### config.mk
export PLATFORM = sky130hd
export DESIGN_NAME = rbs_cell
export DESIGN_NICKNAME = d
export VERILOG_FILES = /design/src/design/rbs_pkg.sv /design/src/design/rbs_cell.sv
export SDC_FILE = /design/constraint.sdc
export NUM_CORES = 1
export LEC_CHECK = 0
export BUFFER_PORTS_ARGS = -buffer_cell sky130_fd_sc_hd__buf_2
export CAP_MARGIN = 20
export CELL_PAD_IN_SITES_DETAIL_PLACEMENT = 1
export CELL_PAD_IN_SITES_GLOBAL_PLACEMENT = 2
export CORE_AREA = 2 2 695 697
export CTS_CLUSTER_SIZE = 24
export DETAILED_ROUTE_END_ITERATION = 10
export DIE_AREA = 0 0 697 699
export PLACE_DENSITY_LB_ADDON = 0.1
export SETUP_SLACK_MARGIN = 0.3
export SYNTH_ARGS = -nofsm -noshare
export SYNTH_HDL_FRONTEND = slang
export SYNTH_SLANG_ARGS = --single-unit
export TNS_END_PERCENT = 100
### constraint.sdc
create_clock -name clk -period 1.7 [get_ports clk]
set_input_delay 0.34 -clock clk [delete_from_list [all_inputs] [get_ports clk]]
set_output_delay 0.34 -clock clk [all_outputs]
set_load 0.02 [all_outputs]
### src/design/rbs_pkg.sv
// ----------------------------------------------------------------------------
// rbs_pkg
// Shared widths, types and constants for the ray / box slab intersector.
// ----------------------------------------------------------------------------
`default_nettype none

package rbs_pkg;

    localparam int FRAC_BITS   = 16;
    localparam int COORD_WIDTH = 32;

    localparam int NAXIS = 3;
    localparam int NLANE = 2 * NAXIS;

    // numerator of one slab distance: corner - start
    localparam int NW = COORD_WIDTH + 1;
    // dividend / quotient of one slab distance: numerator << FRAC_BITS
    localparam int QW = NW + FRAC_BITS;
    // divisor magnitude and remainder
    localparam int DW = COORD_WIDTH;
    // signed ray parameter, with room for the infinite-slab marks
    localparam int TW = QW + 2;
    // quotient bits, one per cell
    localparam int NCELL = QW;

    // split of t for the two partial products of the hit point
    localparam int TLO = QW / 2;
    localparam int THI = QW - TLO;
    localparam int PLW = DW + TLO;
    localparam int PHW = DW + THI;
    localparam int PW  = DW + QW;
    // offset magnitude kept for the hit point; anything larger saturates
    localparam int SW  = COORD_WIDTH + 1;

    localparam logic signed [TW-1:0] T_INF = TW'(1) << (TW - 2);
    localparam logic signed [COORD_WIDTH-1:0] C_MAX = {1'b0, {(COORD_WIDTH-1){1'b1}}};
    localparam logic signed [COORD_WIDTH-1:0] C_MIN = {1'b1, {(COORD_WIDTH-1){1'b0}}};

    typedef logic signed [COORD_WIDTH-1:0] coord_t;

    typedef struct packed {
        coord_t start_x;
        coord_t start_y;
        coord_t start_z;
        coord_t dir_x;
        coord_t dir_y;
        coord_t dir_z;
        coord_t box_min_x;
        coord_t box_min_y;
        coord_t box_min_z;
        coord_t box_max_x;
        coord_t box_max_y;
        coord_t box_max_z;
    } ray_t;

    typedef struct packed {
        logic [QW-1:0] w;   // dividend bits still to use, quotient bits shifted in
        logic [DW-1:0] r;   // partial remainder
        logic [DW-1:0] d;   // divisor magnitude
    } lane_t;

    typedef lane_t [NLANE-1:0] lanes_t;

    typedef struct packed {
        logic [NAXIS-1:0][COORD_WIDTH-1:0] start;
        logic [NAXIS-1:0][DW-1:0]          dmag;
        logic [NAXIS-1:0]                  dneg;
        logic [NAXIS-1:0]                  dzero;
        logic [NLANE-1:0]                  qneg;
        logic                              slab_miss;
    } side_t;

endpackage

`default_nettype wire

### src/design/rbs_cell.sv
// ----------------------------------------------------------------------------
// rbs_cell
// One restoring-division step: one quotient bit for each of the six slab
// divisions, with the word's side data riding along.
// ----------------------------------------------------------------------------
`default_nettype none

module rbs_cell (
    input  wire logic            clk,
    input  wire logic            rst_n,
    input  wire logic            en,
    input  wire logic            in_valid,
    input  wire rbs_pkg::lanes_t in_lanes,
    input  wire rbs_pkg::side_t  in_side,
    output logic                 out_valid,
    output rbs_pkg::lanes_t      out_lanes,
    output rbs_pkg::side_t       out_side
);
    import rbs_pkg::*;

    logic   valid_reg;
    lanes_t lanes_reg, lanes_next;
    side_t  side_reg;

    always_comb
    begin
        logic [DW:0] rs;
        logic        ge;
        for (int l = 0; l < NLANE; l++)
        begin
            rs = {in_lanes[l].r, in_lanes[l].w[QW-1]};
            ge = (rs >= {1'b0, in_lanes[l].d});
            lanes_next[l].d = in_lanes[l].d;
            lanes_next[l].r = ge ? DW'(rs - {1'b0, in_lanes[l].d}) : DW'(rs);
            // shift the used dividend bit out, the quotient bit in
            lanes_next[l].w = {in_lanes[l].w[QW-2:0], ge};
        end
    end

    always_ff @(posedge clk or negedge rst_n)
    begin
        if (!rst_n)
        begin
            valid_reg <= 1'b0;
        end
        else if (en)
        begin
            valid_reg <= in_valid;
        end
    end

    always_ff @(posedge clk)
    begin
        if (en)
        begin
            lanes_reg <= lanes_next;
            side_reg  <= in_side;
        end
    end

    assign out_valid = valid_reg;
    assign out_lanes = lanes_reg;
    assign out_side  = side_reg;

endmodule

`default_nettype wire

; ---- Yosys cells after proc, flatten, opt, wreduce, memory -nomap -nowiden
; Cells that the tools add are included.
[totals]
ff_bits = 884
input_bits = 887
output_inout_bits = 884
wordCells = 47
[classes]
add_sub_neg = 6
n_lt_le_gt_ge = 6
muxes = 6
[ops]
columns = op, n
row1 = >= comparator 33 x 32 -> 1 bit, 6
row2 = 2-to-1 mux 32 bit, 6
row3 = subtractor 32 bit, 6

; ---- Logic depth before layout (Yosys ltp)
[depth]
word_depth = 2
ltp_mapped = 15
depth_no_buf = 13

; ---- Worst setup path after synthesis
; OpenSTA, ideal clock, no wires.
[synth_timing]
path_type = input -> register
start = input port in_lanes[121] in the netlist's numbering
end = register lanes_reg (netlist bit out_lanes[149]), data pin
setup_ps = 260
arrival_time_ps = 3030
required_time_ps = 1440
setup_slack_ps = -1590
stages = 13
n_path_buf = 1
path_cell_list = inv_1 ha_1 a21o_1 a211oi_2 nand4_1 and3_4 a211oi_2 o21ai_2 a31oi_4 a21oi_2 a2111oi_4 buf_6 mux2_4
[synth_rtl]
columns = item, line_no
row1 = "start, declared", rbs_cell.sv:13  ; input wire rbs_pkg::lanes_t in_lanes,
row2 = "end signal, assigned", rbs_cell.sv:56  ; lanes_reg <= lanes_next;
row3 = "end, declared", rbs_cell.sv:22  ; lanes_t lanes_reg, lanes_next;

==> qor.yml <==
critPathArrivalTime_ps: 3080
ctsRootBufferMaster: "sky130_fd_sc_hd__clkbuf_16"
cts_max_level: 4
grt_max_degree: 50
syn-instance-count: 2837
routed_vias: 39500
fp.dieW_um: 697
switching_share_pct: 32.2
overflow: 0
areaGrowthSynthToFinish_pct: 120
yosys_warnings: 0
static-leakage-power_nw: 35.4
grt.total_usage_pct: 12.7
ys_seq_elements: 884
detail_route.vias_per_cell: 3.00
endpoints_failing_hold: 4
drt-pass1-iter-count: 4
finalCriticalPeriod_ps: 2520
tritoncts.num_buffers: 145
std_cell_rows: 255
finalCritPeriodShare_pct: 148
report.power.total_mw: 82.1
power_density_nw_per_um2: 951
count_of_flip_flops_with_a_built_in_enable_after_synthesis: 883
synth.cell_area_um2: 39300
synth.yosys.seq_area_share_pct: 67.6
timing.critical_path.to_type: "register"
netlist-cell-type-count: 91
path_max_fanout: 3
setup_repair_after_global_routing_missed_its_margin: "true"
worst-slew-pin-transition_ps: 664
nNetsFinal: 7654
clkLatencyLatePin_ps: 850
worst_r2r_startpoint: "out_valid"
cts_tree: "done"
first_global_vias: 42800
final_number_of_max_transition_violations: 0
pin_count: 1771
floorplan.initialDensity_pct: 8.17
final.hold.worst_slack_ps: -279
slew_headroom_pct: 55.5
die_footprint_um2: 487000
share_of_final_layout_standard_cells_stronger_than_drive_strength_1_pct: 54.6
clockPowerShare_pct: 37.1
ant_nets: 0
clkSinkCount: 884
maxCapViolCount: 0
seqPwrFrac_pct: 33.7
grt_antenna_before_repair: 207
drt_iter0_markers: 1727
synth_fp_nets: 3922
clock_buffer_depth: 4
syn_area_per_cell_um2: 13.8
max_freq_ghz: 0.396
worst_setup_hold_path_clk_slew_ps: 60
floorplan.die.height_um: 699
route.detailed.drc: 0
critical_path.reg2reg.endpoint: "out_valid"
route.final.wire_length_um: 322000
gp_routability_congestion: 0.777
status: "finished with violations"
ff2ff_setup_slack_ps: 800
violations_in_the_final_reports: "negative hold slack, negative setup slack"
route.detailed.wl_per_inst_um: 24.5
core_region_area_um2: 480000
async_reset_ff_share_pct: 0.113
place_worst_setup_slack_ps: -1950
worstPathRequired_ps: 2260
power_internal_mw: 55.6
placement.cell_area_um2: 63700
final_cell_area_um2: 86300
holdPathStages: 1
fin_ws_ps: -824
numPortBuffers: 1770
setup.worst_path.class: "in -> reg"
comb_power_share_pct: 29.2
leading_register_cell_type_out_of_synthesis: "sky130_fd_sc_hd__edfxtp_1"
hold_path.class: "in -> reg"
worstHoldEndpoint: "out_lanes[0]"
fin_skew_ps: 0
ir_worst_vdd_uv: 701
finalSetupViolations: 831
netSwitchingPower_mw: 26.5
worst_r2r_path_depth: 2
grt_pass1_wl_um: 416000
min_from: "in_lanes[0]"
startpoint_type: "input pin"
place.detailed.hpwl_um: 269000
## power by group through the flow
| stage | clock network [mW] | registers [mW] | logic (mW) |
|---|---|---|---|
| 2_1_floorplan | 0 | 30.3 | 4.91 |
| 3_3_place_gp | 0 | 27.9 | 18.4 |
| 3_5_place_dp | 0 | 27.8 | 18.3 |
| 4_1_cts | 32.4 | 27.5 | 22.1 |
| 5_1_grt | 32.7 | 27.9 | 25.7 |
| 6_report | 30.4 | 27.7 | 24.0 |
## logic make-up (layout without fill, tap and decap cells)
kind of cell    Yosys count  count (layout)  share of synthesized area (%)
mux                      50              50                           1.68
buf+inv                 298            4137                           3.00
compound gates          658             659                           10.6
simple gates            590             590                           7.09
xor+xnor                159             159                           3.55
flops                   884             884                           67.6
fa+ha+maj               198             198                           6.43
other cells               0              50                              0
## final cells by class
class / instances / area [µm²]
fillers: 54500 / 394000
flip-flops and latches: 884 / 26500
clock buffers: 178 / 3790
clock inverters: 77 / 791
diodes: 50 / 125
inverters: 235 / 1030
repair buffers: 3647 / 30400
multi-input cells: 1656 / 15600
well taps: 6425 / 8040
## cells in the final DEF (no fill, tap or decap), types with 41 or more instances in the layout
cell / count
sky130_fd_sc_hd__buf_4: 842
sky130_fd_sc_hd__a21oi_1: 106
sky130_fd_sc_hd__a21oi_2: 52
sky130_fd_sc_hd__ha_1: 102
sky130_fd_sc_hd__mux2_4: 41
sky130_fd_sc_hd__o21ai_0: 47
sky130_fd_sc_hd__xor2_1: 72
sky130_fd_sc_hd__a21o_1: 85
sky130_fd_sc_hd__buf_2: 1201
sky130_fd_sc_hd__clkbuf_16: 158
sky130_fd_sc_hd__edfxtp_1: 883
sky130_fd_sc_hd__diode_2: 50
sky130_fd_sc_hd__inv_1: 179
sky130_fd_sc_hd__nor2_1: 74
sky130_fd_sc_hd__nand2_1: 172
sky130_fd_sc_hd__xnor2_1: 62
sky130_fd_sc_hd__ha_4: 77
sky130_fd_sc_hd__o21ai_2: 91
sky130_fd_sc_hd__buf_12: 65
sky130_fd_sc_hd__dlygate4sd3_1: 887
sky130_fd_sc_hd__buf_6: 598
## critical path, cell delays in order
cell	delay (ps)
sky130_fd_sc_hd__buf_2	100
sky130_fd_sc_hd__inv_1	60
sky130_fd_sc_hd__ha_1	330
sky130_fd_sc_hd__or2_2	290
sky130_fd_sc_hd__a21oi_2	160
sky130_fd_sc_hd__a21oi_2	60
sky130_fd_sc_hd__a31o_4	240
sky130_fd_sc_hd__a221o_1	390
sky130_fd_sc_hd__a211oi_2	240
sky130_fd_sc_hd__buf_4	170
sky130_fd_sc_hd__buf_6	100
sky130_fd_sc_hd__buf_6	90
sky130_fd_sc_hd__o31ai_4	50
sky130_fd_sc_hd__xor2_1	170
sky130_fd_sc_hd__mux2_4	270
## sequential cells by signal, summed over array words and instances, names as in the netlist
signal / count
out_lanes: 678
out_valid: 1
out_side: 205
## worst max path at each step
| stage | start | end | slack, ps | cells after the start |
|---|---|---|---|---|
| floorplan | in_lanes[152] | out_lanes[149] | -1310 | 12 |
| global placement | in_lanes[225] | out_lanes[173] | -2030 | 15 |
| detailed placement | in_lanes[225] | out_lanes[173] | -1950 | 15 |
| CTS | in_lanes[225] | out_lanes[171] | -780 | 16 |
| global route | in_lanes[121] | out_lanes[161] | -930 | 15 |
| finish | in_lanes[118] | out_lanes[171] | -820 | 15 |
## synthesized netlist by cell type (all sizes together) (4+ instances only)
cell type | n | share of area, %
a2111oi | 6 | 0.18
a211o | 5 | 0.11
a211oi | 26 | 0.54
a21boi | 11 | 0.21
a21o | 88 | 1.7
a21oi | 176 | 2.3
a221oi | 5 | 0.17
a311oi | 4 | 0.089
a31o | 8 | 0.18
a31oi | 18 | 0.33
a41oi | 5 | 0.11
and2 | 14 | 0.23
and3 | 21 | 0.35
and4 | 5 | 0.11
buf | 10 | 0.17
clkbuf | 50 | 0.48
edfxtp | 883 | 68
fa | 6 | 0.31
ha | 192 | 6.1
inv | 235 | 2.2
mux2 | 45 | 1.5
mux2i | 5 | 0.13
nand2 | 249 | 2.4
nand2b | 31 | 0.49
nand3 | 48 | 0.61
nand4 | 22 | 0.35
nor2 | 102 | 0.98
nor2b | 33 | 0.53
nor3 | 23 | 0.29
nor3b | 7 | 0.13
nor4 | 7 | 0.11
o211ai | 10 | 0.19
o21a | 22 | 0.42
o21ai | 199 | 2.5
o21bai | 19 | 0.36
o31ai | 17 | 0.34
or2 | 9 | 0.14
or3 | 8 | 0.13
or4 | 4 | 0.080
xnor2 | 80 | 1.8
xor2 | 79 | 1.8
## through the flow
step	utilization (%)	TNS, ps	std cells
6_report	18.0	-126130	13200
3_3_place_gp	13.3	-307490	11800
4_1_cts	16.8	-263380	13000
5_1_grt	18.0	-231230	13100
3_5_place_dp	13.3	-308480	11800
2_1_floorplan	-	-179570	2837
## what timing repair did
item                                    in CTS  in global routing
setup buffers                               87                 41
endpoints found under the setup margin    1082               1082
gates resized for setup                    587               1726
pin swaps                                  186                151
hold endpoints to repair                   898                 13
cloned                                      18                 16
hold buffers                               878                 10
## per-layer routing
layer | part of all wire (%) | vias to the layer above | track usage, %
met3 | 7.7 | 513 | 4.50
met4 | 3.4 | 82 | 3.13
met2 | 52 | 1314 | 24.0
li1 | - | 18100 | -
met5 | 0.17 | - | 0
met1 | 36 | 19400 | 13.2
No activity file was read; power rests on OpenSTA's default activity.
