==> config.mk <==
export PLATFORM = sky130hd
export DESIGN_NAME = rbs_prep
export DESIGN_NICKNAME = d
export VERILOG_FILES = /design/src/design/rbs_pkg.sv /design/src/design/rbs_prep.sv
export SDC_FILE = /design/constraint.sdc
export NUM_CORES = 2
export LEC_CHECK = 0
export BUFFER_PORTS_ARGS = -buffer_cell sky130_fd_sc_hd__buf_2
export CAP_MARGIN = 30
export CORE_AREA = 2 2 501 503
export CTS_CLUSTER_SIZE = 28
export DETAILED_ROUTE_END_ITERATION = 10
export DIE_AREA = 0 0 503 505
export PLACE_DENSITY = 0.33
export SLEW_MARGIN = 15
export SYNTH_ARGS = -nofsm -noshare
export SYNTH_HDL_FRONTEND = slang
export SYNTH_SLANG_ARGS = --single-unit
==> constraint.sdc <==
create_clock -name clk -period 1 [get_ports clk]
set_input_delay 0.15 -clock clk [delete_from_list [all_inputs] [get_ports clk]]
set_output_delay 0.15 -clock clk [all_outputs]
set_load 0.005 [all_outputs]
==> src/design/rbs_pkg.sv <==
// ----------------------------------------------------------------------------
// rbs_pkg
// Shared widths, types and constants for the ray / box slab intersector.
// ----------------------------------------------------------------------------
`default_nettype none

package rbs_pkg;

    localparam int FRAC_BITS   = 16;
    localparam int COORD_WIDTH = 32;

    localparam int NAXIS = 3;
    localparam int NLANE = 2 * NAXIS;

    // numerator of one slab distance: corner - start
    localparam int NW = COORD_WIDTH + 1;
    // dividend / quotient of one slab distance: numerator << FRAC_BITS
    localparam int QW = NW + FRAC_BITS;
    // divisor magnitude and remainder
    localparam int DW = COORD_WIDTH;
    // signed ray parameter, with room for the infinite-slab marks
    localparam int TW = QW + 2;
    // quotient bits, one per cell
    localparam int NCELL = QW;

    // split of t for the two partial products of the hit point
    localparam int TLO = QW / 2;
    localparam int THI = QW - TLO;
    localparam int PLW = DW + TLO;
    localparam int PHW = DW + THI;
    localparam int PW  = DW + QW;
    // offset magnitude kept for the hit point; anything larger saturates
    localparam int SW  = COORD_WIDTH + 1;

    localparam logic signed [TW-1:0] T_INF = TW'(1) << (TW - 2);
    localparam logic signed [COORD_WIDTH-1:0] C_MAX = {1'b0, {(COORD_WIDTH-1){1'b1}}};
    localparam logic signed [COORD_WIDTH-1:0] C_MIN = {1'b1, {(COORD_WIDTH-1){1'b0}}};

    typedef logic signed [COORD_WIDTH-1:0] coord_t;

    typedef struct packed {
        coord_t start_x;
        coord_t start_y;
        coord_t start_z;
        coord_t dir_x;
        coord_t dir_y;
        coord_t dir_z;
        coord_t box_min_x;
        coord_t box_min_y;
        coord_t box_min_z;
        coord_t box_max_x;
        coord_t box_max_y;
        coord_t box_max_z;
    } ray_t;

    typedef struct packed {
        logic [QW-1:0] w;   // dividend bits still to use, quotient bits shifted in
        logic [DW-1:0] r;   // partial remainder
        logic [DW-1:0] d;   // divisor magnitude
    } lane_t;

    typedef lane_t [NLANE-1:0] lanes_t;

    typedef struct packed {
        logic [NAXIS-1:0][COORD_WIDTH-1:0] start;
        logic [NAXIS-1:0][DW-1:0]          dmag;
        logic [NAXIS-1:0]                  dneg;
        logic [NAXIS-1:0]                  dzero;
        logic [NLANE-1:0]                  qneg;
        logic                              slab_miss;
    } side_t;

endpackage

`default_nettype wire

==> src/design/rbs_prep.sv <==
// ----------------------------------------------------------------------------
// rbs_prep
// Entry stage: slab numerators, divisor magnitudes, signs and the
// zero-direction bounds check.
// ----------------------------------------------------------------------------
`default_nettype none

module rbs_prep (
    input  wire logic          clk,
    input  wire logic          rst_n,
    input  wire logic          en,
    input  wire logic          in_valid,
    input  wire rbs_pkg::ray_t in_ray,
    output logic               out_valid,
    output rbs_pkg::lanes_t    out_lanes,
    output rbs_pkg::side_t     out_side
);
    import rbs_pkg::*;

    coord_t s [NAXIS];
    coord_t d [NAXIS];
    coord_t mn [NAXIS];
    coord_t mx [NAXIS];

    logic          valid_reg;
    lanes_t        lanes_reg, lanes_next;
    side_t         side_reg, side_next;

    always_comb
    begin
        logic signed [NW-1:0] diff;
        logic [NW-1:0]        nmag;
        logic [DW-1:0]        dm;
        coord_t               lo_c;
        coord_t               hi_c;
        s[0] = in_ray.start_x;    s[1] = in_ray.start_y;    s[2] = in_ray.start_z;
        d[0] = in_ray.dir_x;      d[1] = in_ray.dir_y;      d[2] = in_ray.dir_z;
        mn[0] = in_ray.box_min_x; mn[1] = in_ray.box_min_y; mn[2] = in_ray.box_min_z;
        mx[0] = in_ray.box_max_x; mx[1] = in_ray.box_max_y; mx[2] = in_ray.box_max_z;
        lanes_next = '0;
        side_next  = '0;
        for (int k = 0; k < NAXIS; k++)
        begin
            dm = d[k][DW-1] ? DW'(-d[k]) : DW'(d[k]);
            side_next.start[k] = s[k];
            side_next.dmag[k]  = dm;
            side_next.dneg[k]  = d[k][DW-1];
            side_next.dzero[k] = (d[k] == '0);
            for (int j = 0; j < 2; j++)
            begin
                diff = (j == 0) ? (NW'(mn[k]) - NW'(s[k])) : (NW'(mx[k]) - NW'(s[k]));
                nmag = diff[NW-1] ? NW'(-diff) : NW'(diff);
                lanes_next[2*k+j].w = {nmag, {FRAC_BITS{1'b0}}};
                lanes_next[2*k+j].r = '0;
                lanes_next[2*k+j].d = dm;
                side_next.qneg[2*k+j] = diff[NW-1] ^ d[k][DW-1];
            end
            // zero direction: slab is infinite when start lies between the corners
            lo_c = (mn[k] < mx[k]) ? mn[k] : mx[k];
            hi_c = (mn[k] < mx[k]) ? mx[k] : mn[k];
            if (side_next.dzero[k] && ((s[k] < lo_c) || (s[k] > hi_c)))
            begin
                side_next.slab_miss = 1'b1;
            end
        end
    end

    always_ff @(posedge clk or negedge rst_n)
    begin
        if (!rst_n)
        begin
            valid_reg <= 1'b0;
        end
        else if (en)
        begin
            valid_reg <= in_valid;
        end
    end

    always_ff @(posedge clk)
    begin
        if (en)
        begin
            lanes_reg <= lanes_next;
            side_reg  <= side_next;
        end
    end

    assign out_valid = valid_reg;
    assign out_lanes = lanes_reg;
    assign out_side  = side_reg;

endmodule

`default_nettype wire

**Yosys cells after proc, flatten, opt, wreduce, memory -nomap -nowiden**

Cells that the tools add are included.

- Register bits after elaboration: 404
- Bits of input ports: 388
- Logic and storage cells: 82

- Add/subtract/negate cells: 15
- $lt $le $gt $ge: 9
- Muxes and demuxes: 16
- Bitwise logic cells: 6
- Reduce and logical (&&, ||, !) cells: 10

Operators by type and width:

| cell | count |
|---|---|
| $mux W32 | 12 |
| $neg A33 Y33 | 6 |
| $sub A32 B32 Y33 | 6 |
| $lt A32 B32 Y1 | 6 |
| $gt A32 B32 Y1 | 3 |
| $logic_not A32 Y1 | 3 |
| $neg A32 Y32 | 3 |
| $mux W31 | 3 |
| $xor A1 B1 Y1 | 6 |
| $logic_and A1 B1 Y1 | 3 |
| $logic_or A1 B1 Y1 | 3 |
| $reduce_or A2 Y1 | 1 |
| $mux W1 | 1 |

**Depth between registers and ports, before layout**

- Depth after elaboration: 6
- Gate-level depth with buffers: 26

**Least setup slack after synthesis**

No wires, ideal clock.

- Kind: input-to-reg
- From: input port in_ray[37] (netlist name)
- To: register side_reg, in the netlist out_side[0] (data pin)
- Arrival: 4.639 ns
- Required time: 0.741 ns
- Path slack: -3.898 ns
- Stages on the path: 24
- Path buffers: 2
- Path through: inv_1 -> ha_1 -> a21o_1 -> a21o_1 -> a21oi_1 -> nor2_1 -> and3b_1 -> o21ai_0 -> a31o_2 -> a21oi_1 -> clkbuf_1 -> buf_1 -> mux2i_1 -> ha_1 -> a21o_1 -> a21o_1 -> a21oi_1 -> nor2_1 -> a2111oi_0 -> o21ai_0 -> a211oi_1 -> mux2i_1 -> o221ai_1 -> a211o_1

- Word-level cells in the longest chain between the ends: 6

Ends and longest elaborated chain:

| what | RTL line | source |
|---|---|---|
| from (decl) | rbs_prep.sv:13 | `input wire rbs_pkg::ray_t in_ray,` |
| $lt A32 B32 Y1 | rbs_prep.sv:59, rbs_prep.sv:60 |  |
| $mux W32 (on tied branches) | rbs_prep.sv:59, rbs_prep.sv:60 |  |
| $lt A32 B32 Y1 / $gt A32 B32 Y1 (equally long branches) | rbs_prep.sv:61 | `if (side_next.dzero[k] && ((s[k] < lo_c) \|\| (s[k] > hi_c)))` |
| $logic_or A1 B1 Y1 * | rbs_prep.sv:61 |  |
| $logic_and A1 B1 Y1 * | rbs_prep.sv:61 |  |
| $reduce_or A2 Y1 (no source line) * | - |  |
| to (signal assigned) | rbs_prep.sv:85 | `side_reg <= side_next;` |
| to (decl) | rbs_prep.sv:27 | `side_t side_reg, side_next;` |

Mark *: on every way between the ends. The rest lies on a longest branch, timed or not.
A chain may end at the register's enable or synchronous reset.

**Worst setup path after layout**

- From: input port in_ray[149] (netlist name)
- To: register side_reg, in the netlist out_side[0] (data pin)

The elaborated chain is that of the path after synthesis.

==> results.cfg <==
[critical_path]
r2r-start = out_valid$_DFFE_PN0P_
critPathArrivalTime_ns = 4.96
critPathMaxFanout = 6
rrSetupSlack_ns = 0.25
path_common_cell = a21o_1
reg2regPathDepth = 1
r2r-end = out_valid$_DFFE_PN0P_
cp-end-kind = flop
worst-setup-path-type = input pin to flop
cp.required_ns = 1.45
cp_slowest_cell = ha_1
start_kind = input pin
slowest_delay_ns = 0.32

[synthesis]
ys_seq_area_share_pct = 29.66
yosysUniqueCellTypes = 90
synthFlopType = edfxtp_1
ys_ff_latch = 404
synth_edf_count = 403
syn_inst = 4493
avgSynthCellArea_um2 = 9.101
syn_area_mm2 = 0.04089
async_flop_share_pct = 0.2475
yosys_warnings = 0

[power_and_ir_drop]
p_leak_nw = 34.02
cellPowerDensity_mw_per_mm2 = 1270
power_mw = 94.35
ir_drop_mv = 1.333
combPwrFrac_pct = 52.6
intPower_mw = 59.00
p_clk_share_pct = 22.3
switching_share_pct = 37.47
p_sw_mw = 35.36
seqPwrFrac_pct = 25.0

[detailed_routing]
vias = 43910
post_drt_via_cell_ratio = 4.083
drc_errors = 0
first_iter_violations = 2159
avgRoutedWirePerCell_um = 21.23
routed_wl_um = 228300
postRouteAntennaNets = 0
firstDrtPassIters = 5

[timing]
final_hold_viol_count = 4
tightest_slew_ns = 1.021
period_needed_ns = 4.515
holdWs_ns = -0.03357
setup_viol = 940
slew_headroom_pct = 30.19
rsz0062_at_grt = true
finalCritPeriodShare_pct = 451.5
worst_slack_ns = -3.515
drv_slew = 0
fin_skew_ns = 0
fmax_mhz = 221.5

[global_route]
overflow = 0
antenna_found_initial = 39
grt_max_degree = 40
grt_pass1_vias = 43850
grt.total_usage_pct = 16.83
grt_pass1_wl_um = 311200

[min_path]
hold_path.class = input pin to flop
min_from = in_ray[223]
hold_depth = 3
worstHoldEndpoint = out_side[9]$_DFFE_PP_

[outcome]
violations = hold timing, setup timing
status = finished, violations left

[cts]
cts.sinks = 404
cts.path.max_buffers = 3
clk_latency_ns = 0.68
htreeDepth = 2
cts_root_buf = clkbuf_16
cts_buffers = 55
cts_tree = done
clkTransAtPathRegs_ns = 0.07

[final_layout]
drive_above_1_share_pct = 51.19
stdcell_count = 10750
syn_to_final_growth_pct = 81.75
nNetsFinal = 8241

[die]
die_w_um = 503
dieArea_mm2 = 0.2540
top_level_ports = 1272
row_count = 183
die_h_um = 505
initial_core_util_pct = 16.48
core_area_mm2 = 0.2482

[placed_design]
place_hpwl_um = 193400
dp_worst_setup_slack_ns = -5.677
place_inst = 10300
place.gp.congestion = 0.8706
io_buffers = 983

[job]
drv_cap = 0
## cell type report
class | instances | area (um2)
diodes | 13 | 32.53
inverters | 285 | 1194
clock inverters | 35 | 399.1
flip-flops and latches | 404 | 12130
repair buffers | 3096 | 23750
multi-input cells | 3522 | 31170
fillers | 26440 | 173900
clock buffers | 69 | 1479
well taps | 3330 | 4167
## repair_timing
action | in CTS | in global routing
buffers inserted | 76 | 105
resized for setup | 379 | 774
hold buffers | 200 | 13
cloned | 7 | 6
endpoints found under the hold margin | 223 | 17
setup endpoints to repair | 864 | 900
pin swaps | 178 | 264
## power by group through the flow
stage	Combinational (mW)	Clock, mW	Sequential (mW)
floorplan	20.2	0	23.8
global placement	43.1	0	24.1
detailed placement	43.1	0	24.1
CTS	46.6	22.2	23.8
global route	53.6	22.5	23.9
finish	49.7	21.1	23.6
## flip-flops by register name, summed over array words and instances, names as in the netlist
register / flops
out_lanes: 294
out_side: 109
out_valid: 1
## worst max path at each step
stage                            from                   endpoint
after global placement     in_ray[65]  out_side[0]$_SDFFCE_PP1P_
final                     in_ray[149]  out_side[0]$_SDFFCE_PP1P_
after detailed placement   in_ray[65]  out_side[0]$_SDFFCE_PP1P_
after CTS                  in_ray[68]  out_side[0]$_SDFFCE_PP1P_
after global routing       in_ray[65]  out_side[0]$_SDFFCE_PP1P_
after floorplan            in_ray[25]  out_side[0]$_SDFFCE_PP1P_
## cell usage after synthesis (7+ instances only)
library cell  instances  area share, %
buf_1                17           0.16
mux2i_1             138            3.4
nor2b_1              46           0.70
xnor2_1             304            6.5
nor3_1               64           0.78
o22ai_1              11           0.17
ha_1                483             15
inv_1               285            2.6
nor4b_1               8           0.17
o211a_1               8           0.20
o21ai_0             239            2.9
o21ai_1               7          0.086
a211oi_1             42           0.77
clkbuf_1             63           0.58
or2_2                21           0.32
o221ai_1              7           0.15
buf_4               480            8.8
nand3_1              65           0.80
nand2b_1             38           0.58
or3_1                33           0.50
o211ai_1             23           0.42
a2111oi_0            15           0.32
nand2_1             226            2.1
and4_1                8           0.17
a221o_1              13           0.32
and3_1               32           0.49
a31oi_1              50           0.76
a211o_1              18           0.39
a21oi_1             359            4.4
o31a_1               15           0.32
o21a_1               45           0.83
nor4_1               26           0.40
o41ai_1              16           0.34
a311oi_1              8           0.17
a21boi_0              9           0.17
o21bai_1             19           0.35
xor2_1              113            2.4
a21o_1              142            2.6
edfxtp_1            403             30
buf_2                 9           0.11
nand4_1              76            1.2
nor2_1              306            2.8
and2_1               21           0.32
o31ai_1              53           0.97
or4_1                19           0.35
## cell families (layout without fill, tap and decap cells)
| kind of cell | count (synthesis) | in the layout | synth area share (%) |
|---|---|---|---|
| AOI/OAI and AO/OA | 1151 | 1151 | 17.92 |
| xor gates and xnor gates | 417 | 417 | 8.932 |
| adders and majority gates | 489 | 489 | 15.07 |
| buffers and inverters | 855 | 3485 | 12.30 |
| DFF | 404 | 404 | 29.66 |
| muxes | 142 | 143 | 3.488 |
| other | 1 | 301 | 0.009171 |
| and+or+nand+nor | 1034 | 1034 | 12.62 |
## metal layers
metal | wire length [um] | share of wire (%) | global-route usage, %
met2 | 115500 | 51 | 30.54
met3 | 9404 | 4.1 | 2.019
met1 | 97780 | 43 | 20.91
met5 | 111 | 0.049 | 0
met4 | 5460 | 2.4 | 4.000
## metrics by stage
stage	TNS (ns)	utilization, %	area, um2
detailed placement	-735.39	25.44	63150
finish	-694.97	29.94	74320
global placement	-737.62	25.44	63140
CTS	-769.14	28.09	69730
floorplan	-461.04	-	44420
global route	-752.38	29.94	74300
## worst max-delay path, delay by kind of cell
family | cells | cell delay, ns
fa+ha+maj | 2 | 0.59
simple gates | 4 | 0.54
mux | 2 | 0.44
buf+inv | 6 | 0.94
compound gates | 13 | 2.27
## layout by cell type, fill, tap and decap left out, drive strengths merged, types with 22 or more instances in the layout
master / Yosys / routed
nand2: 226 / 226
or3: 33 / 33
nor3: 67 / 67
o21ai: 246 / 246
nor2: 309 / 309
a21o: 142 / 142
nor4: 26 / 26
nor2b: 46 / 46
inv: 285 / 288
mux2i: 138 / 139
a31oi: 52 / 52
nand4: 76 / 76
dlygate4sd3: 0 / 198
o21a: 45 / 45
xor2: 113 / 113
a211oi: 43 / 43
a21oi: 361 / 361
edfxtp: 403 / 403
nand3: 65 / 65
conb: 1 / 288
ha: 483 / 483
xnor2: 304 / 304
clkbuf: 63 / 76
o31ai: 56 / 56
o211ai: 24 / 24
nand2b: 38 / 38
buf: 507 / 2890
or2: 22 / 22
and3: 32 / 32
(Power assumes the default switching activity.)
